===== config.mk =====
export PLATFORM = sky130hd
export DESIGN_NAME = rst_cell
export DESIGN_NICKNAME = d
export VERILOG_FILES = /design/src/rtl/ranked_score_table_macros.svh /design/src/rtl/rst_pkg.sv /design/src/rtl/rst_cell.sv
export SDC_FILE = /design/constraint.sdc
export NUM_CORES = 1
export LEC_CHECK = 0
export BUFFER_PORTS_ARGS = -buffer_cell sky130_fd_sc_hd__buf_2
export CAP_MARGIN = 30
export CORE_AREA = 2 2 192 194
export CTS_CLUSTER_SIZE = 16
export DETAILED_ROUTE_END_ITERATION = 10
export DIE_AREA = 0 0 194 196
export PLACE_DENSITY = 0.5
export SLEW_MARGIN = 20
export SYNTH_ARGS = -nofsm -noshare
export SYNTH_HDL_FRONTEND = slang
export SYNTH_SLANG_ARGS = --single-unit

===== constraint.sdc =====
create_clock -name clk -period 5.2 [get_ports clk]
set_input_delay 0.52 -clock clk [delete_from_list [all_inputs] [get_ports clk]]
set_output_delay 0.52 -clock clk [all_outputs]
set_load 0.02 [all_outputs]

===== src/rtl/ranked_score_table_macros.svh =====
// ---------------------------------------------------------------------------
// Assertion macros for the ranked score table
// Concurrent assertion wrappers; they compile to nothing under synthesis.
// ---------------------------------------------------------------------------
`ifndef RANKED_SCORE_TABLE_MACROS_SVH
`define RANKED_SCORE_TABLE_MACROS_SVH

`ifndef SYNTHESIS

// Antecedent implies consequent in the same cycle.
`define RST_ASSERT_SAME(label, clk, rst_n, ante, cons, msg) \
	label: assert property (@(posedge clk) disable iff (!rst_n) (ante) |-> (cons)) \
		else $error(msg);

// Antecedent implies consequent in the following cycle.
`define RST_ASSERT_NEXT(label, clk, rst_n, ante, cons, msg) \
	label: assert property (@(posedge clk) disable iff (!rst_n) (ante) |=> (cons)) \
		else $error(msg);

`else

`define RST_ASSERT_SAME(label, clk, rst_n, ante, cons, msg)
`define RST_ASSERT_NEXT(label, clk, rst_n, ante, cons, msg)

`endif

`endif


===== src/rtl/rst_pkg.sv =====
// ---------------------------------------------------------------------------
// Ranked score table package
// Shared widths, codes and control types of the table and its cells.
// ---------------------------------------------------------------------------
`timescale 1ns / 1ps

package rst_pkg;

	localparam int RST_DEPTH      = 64;
	localparam int RST_NAME_BYTES = 8;
	localparam int MAX_RESULTS    = 64;
	localparam int SCORE_W        = 32;
	localparam int NAME_KEY_W     = 64;
	localparam int COUNT_W        = 7;
	localparam int RANK_W         = 6;

	typedef enum logic [1:0] {
		CMD_INSERT = 2'd0,
		CMD_DELETE = 2'd1,
		CMD_TOP    = 2'd2
	} cmd_t;

	typedef enum logic [1:0] {
		STAT_OK        = 2'd0,
		STAT_FULL      = 2'd1,
		STAT_NOT_FOUND = 2'd2,
		STAT_EMPTY     = 2'd3
	} status_t;

	typedef enum logic [2:0] {
		ST_IDLE,
		ST_INS_EVAL,
		ST_INS_APPLY,
		ST_DEL_SCAN,
		ST_TOP_EMIT,
		ST_RESTORE,
		ST_STATUS
	} state_t;

	typedef enum logic [2:0] {
		CELL_HOLD,
		CELL_EVAL,
		CELL_INSERT,
		CELL_ROTATE,
		CELL_SHIFT_LEFT
	} cell_op_t;

	typedef struct packed {
		cell_op_t op;
		logic     occ;
		logic     wrap;
	} cell_ctl_t;

endpackage


===== src/rtl/rst_cell.sv =====
// ---------------------------------------------------------------------------
// Ranked score table cell
// Holds one entry; compares, shifts and rotates with its neighbours.
// ---------------------------------------------------------------------------
`timescale 1ns / 1ps

module rst_cell import rst_pkg::*; #(
	parameter int NW = 8 * RST_NAME_BYTES
) (
	input  logic                      clk,
	input  cell_ctl_t                 ctl,
	input  logic signed [SCORE_W-1:0] new_score,
	input  logic [NW-1:0]             new_name,
	input  logic                      left_before,
	input  logic signed [SCORE_W-1:0] left_score,
	input  logic [NW-1:0]             left_name,
	input  logic signed [SCORE_W-1:0] right_score,
	input  logic [NW-1:0]             right_name,
	input  logic signed [SCORE_W-1:0] head_score,
	input  logic [NW-1:0]             head_name,
	output logic signed [SCORE_W-1:0] score_q,
	output logic [NW-1:0]             name_q,
	output logic                      before_q
);

	logic new_first;

	// The new entry goes in front of this one on a higher score, or on an
	// equal score with a smaller name. An empty cell always takes it.
	assign new_first = !ctl.occ || (new_score > score_q) ||
		((new_score == score_q) && (new_name < name_q));

	always_ff @(posedge clk) begin
		case (ctl.op)
			CELL_EVAL: begin
				before_q <= new_first;
			end
			CELL_INSERT: begin
				if (before_q && left_before) begin
					score_q <= left_score;
					name_q  <= left_name;
				end else if (before_q) begin
					score_q <= new_score;
					name_q  <= new_name;
				end
			end
			CELL_ROTATE: begin
				if (ctl.wrap) begin
					score_q <= head_score;
					name_q  <= head_name;
				end else begin
					score_q <= right_score;
					name_q  <= right_name;
				end
			end
			CELL_SHIFT_LEFT: begin
				score_q <= right_score;
				name_q  <= right_name;
			end
			default: begin
			end
		endcase
	end

endmodule


==> impl_results.md <==
* Status: complete, no violations
* WHS Path Cells at 2
* Final setup viols at 0
* Synth unique cells at 44
* Clock root buffer: clkbuf_16
* GRT Residual Overflow at 0
* Met2 Use GR at about 30%
* GRT Max-Usage Layer: met2
* Fin util at between 30% and 40%
* Largest family of logic cells by synthesized area: compound AO/OA/AOI/OAI gates
* Combinational fraction of design power at 30.8%
* FMAX at approximately 280 MHz
* Crit path DAT at 3650 ps
* Clock Latency Late Sink at ~350 ps
* Most frequent cells in the layout: buf_2 (487), nand2_1 (211), a21oi_1 (125)
* Fin crit share at 68.2%
* Worst Hold Class: input pin to register
* Critical Path RT at approximately 5300 ps
* Clock transition at path regs at 70 ps
* Cell Int Power at roughly 1700 uW
* Sw frac at a little under a third
* Post-synthesis xor/xnor area fraction at 0%
* Slew HR at 36.4%
* Core region area at 36100 sq um
* Hold Violations, Final at 0
* Buffers on Ports at 487
* Min Tclk post-route at 3550 ps
* Final WS setup at 1650 ps
* DR iter-0 viols at 409
* Maxcap violations at 0
* Vias in the first global route at 8446
* Worst-margin pin slew at 945 ps
* Depth of the most critical reg-to-reg path at 9
* Wire length per cell at about 19 um
* TNS Setup at 0 ps
* Clk_skew at 8.52 ps
* Largest net degree at the start of global routing at 80
* Mapped Cells at between 800 and 900
* Critical path startpoint category: register
* Final Slew Violations at 0
* DP Worst Slack at about 1400 ps
* Initial antenna violation count at 2
* Max FO, Critical Path at 3
* Post-synthesis mux area share at 0%
* Post-synth ARST share at 0%
* Starting Density at around a fifth
* Unrepaired setup endpoints after global routing: no
* Row count at 70
* Flop pwr share at about two fifths
* Cell count after placement at between 1.5k and 2k
* GPL Wtd Cong at 0.873
* M3 GR Usage at 3.35%
* Die H at 196 um
* Routed WL at roughly 34000 um
* Layout Nets at around 1.8k
* IO Pins at 488
* Drc violations at 0
* Vias per Instance at 4.78
* Synthesized flop and latch total at 97
* Post-synthesis sequential area ratio at a little under two fifths
* TritonCTS buffer count at 9
* Switch Pwr at 785 uW
* First-pass DRT Iterations at 6
* Crit Path Class: register to register
* Share of cells above drive strength 1 at 38.8%
* Global routing usage on met1 at 22.3%
* Routed via count at 8625
* Adder-cell share of the synthesized area at 15.4%
* Clock share of power at 29.7%
* Die W at 194 um
* Cell area after synthesis at 7720 sq um
* Syn_nets at about 1.4k
* Synth Area in Simple Gates at between 10% and 20%
* Hpwl dp at 27400 um
* Total GRT Usage at 17.3%
* Synth Area in Compound Gates at around a quarter
* Worst vdd ir at around 0.14 mV
* Leakage power at 0.00547 uW
* Die area at 38000 sq um
* Synth warnings at 0
* Clock Sinks at 97
* CTS tree: built
* Commonest non-fill, non-tap cell in the layout: buf_2
* Post-CTS resize count at 0
* EDFF count, synth at 97
* Cts hold-fix bufs at 0
* H-tree levels at 3
* Global-route wire length before repair at slightly above 50000 um
* Post CTS Setup Buffer Count at 0
* CP endpoint kind: register
* P per Cell Area at 225 nW/um^2
* Syn Area/Cell at 8.80 sq um
* Max clock buf depth at 2
* Top_reg_cell synth: edfxtp_1
* Post-route ant nets at 0
* Area growth, synth to finish at 42.1%
* Non-filler cells in the finished layout at 1804
-- kinds of logic (layout without fill, tap and decap cells) --
family          after synthesis  after routing
compound gates              268            268
fa+ha+maj                    95             95
buf+inv                     149            606
flops                        97             97
other cells                   0              2
simple gates                268            268
-- power by group through the flow --
stage | clock network [uW] | registers (uW) | logic, uW
2_1_floorplan | 0 | 1060 | 340
4_1_cts | 760 | 978 | 769
3_5_place_dp | 0 | 995 | 765
6_report | 735 | 977 | 763
5_1_grt | 797 | 984 | 847
3_3_place_gp | 0 | 994 | 758
-- layer usage --
metal	vias to the layer above	routed length (um)
li1	4153	-
met1	4053	14800
met2	380	16400
met3	39	2170
met4	0	695
met5	-	0
-- stage by stage --
stage / power, uW / hold slack (ps) / instance area [sq um]
2_1_floorplan: 1400 / 717 / 7720
3_3_place_gp: 1750 / 823 / 10600
3_5_place_dp: 1760 / 823 / 10600
4_1_cts: 2510 / 437 / 10900
5_1_grt: 2630 / 440 / 11000
6_report: 2470 / 461 / 11000
-- registers in the layout (all words and copies together) (netlist names) --
name and flops:
before_q 1, score_q 32, name_q 64
-- worst paths after layout --
check	startpoint	endpoint	slack [ps]
worst max-delay path	name_q[63]	before_q	1650
worst max register to register	name_q[63]	before_q	1650
worst min register to register	score_q[30]	before_q	1060
worst min-delay path	head_score[23]	score_q[23]	460
-- cell usage after synthesis, types with 3 or more instances --
library cell  count  share of area [%]
o21ai_0          11               0.71
a21o_1            9               0.87
buf_1            13               0.63
inv_1            97                4.7
a221o_1          97                 13
nand4_1          15                1.2
edfxtp_1         97                 38
nand3_1          11               0.71
a211oi_1          3               0.29
o21a_1            3               0.29
and4_1            3               0.34
ha_1             95                 15
nor2_1            8               0.39
a2111oi_0         4               0.45
nand2_1         214                 10
clkbuf_1         39                1.9
a21oi_1         125                8.1
nor4_1            3               0.24
-- worst max-delay path, cell delays in order (launching register included) --
cell and delay (ps):
edfxtp_1 360, inv_1 50, ha_1 340, nand4_1 140, nor4_1 840, nand3_1 320
nor3_1 540, a2111oi_1 160, and4bb_1 230, a311o_1 320
-- layout make-up --
cell class / instances / area (sq um)
antenna: 2 / 5.00
fill: 3936 / 25100
clock buffer: 10 / 229
inverter: 97 / 364
tap: 468 / 586
multi-input combinational: 631 / 4290
sequential: 97 / 2910
clock inverter: 4 / 70.1
timing repair buffer: 495 / 2520
Power figures use the tool's default switching activity.
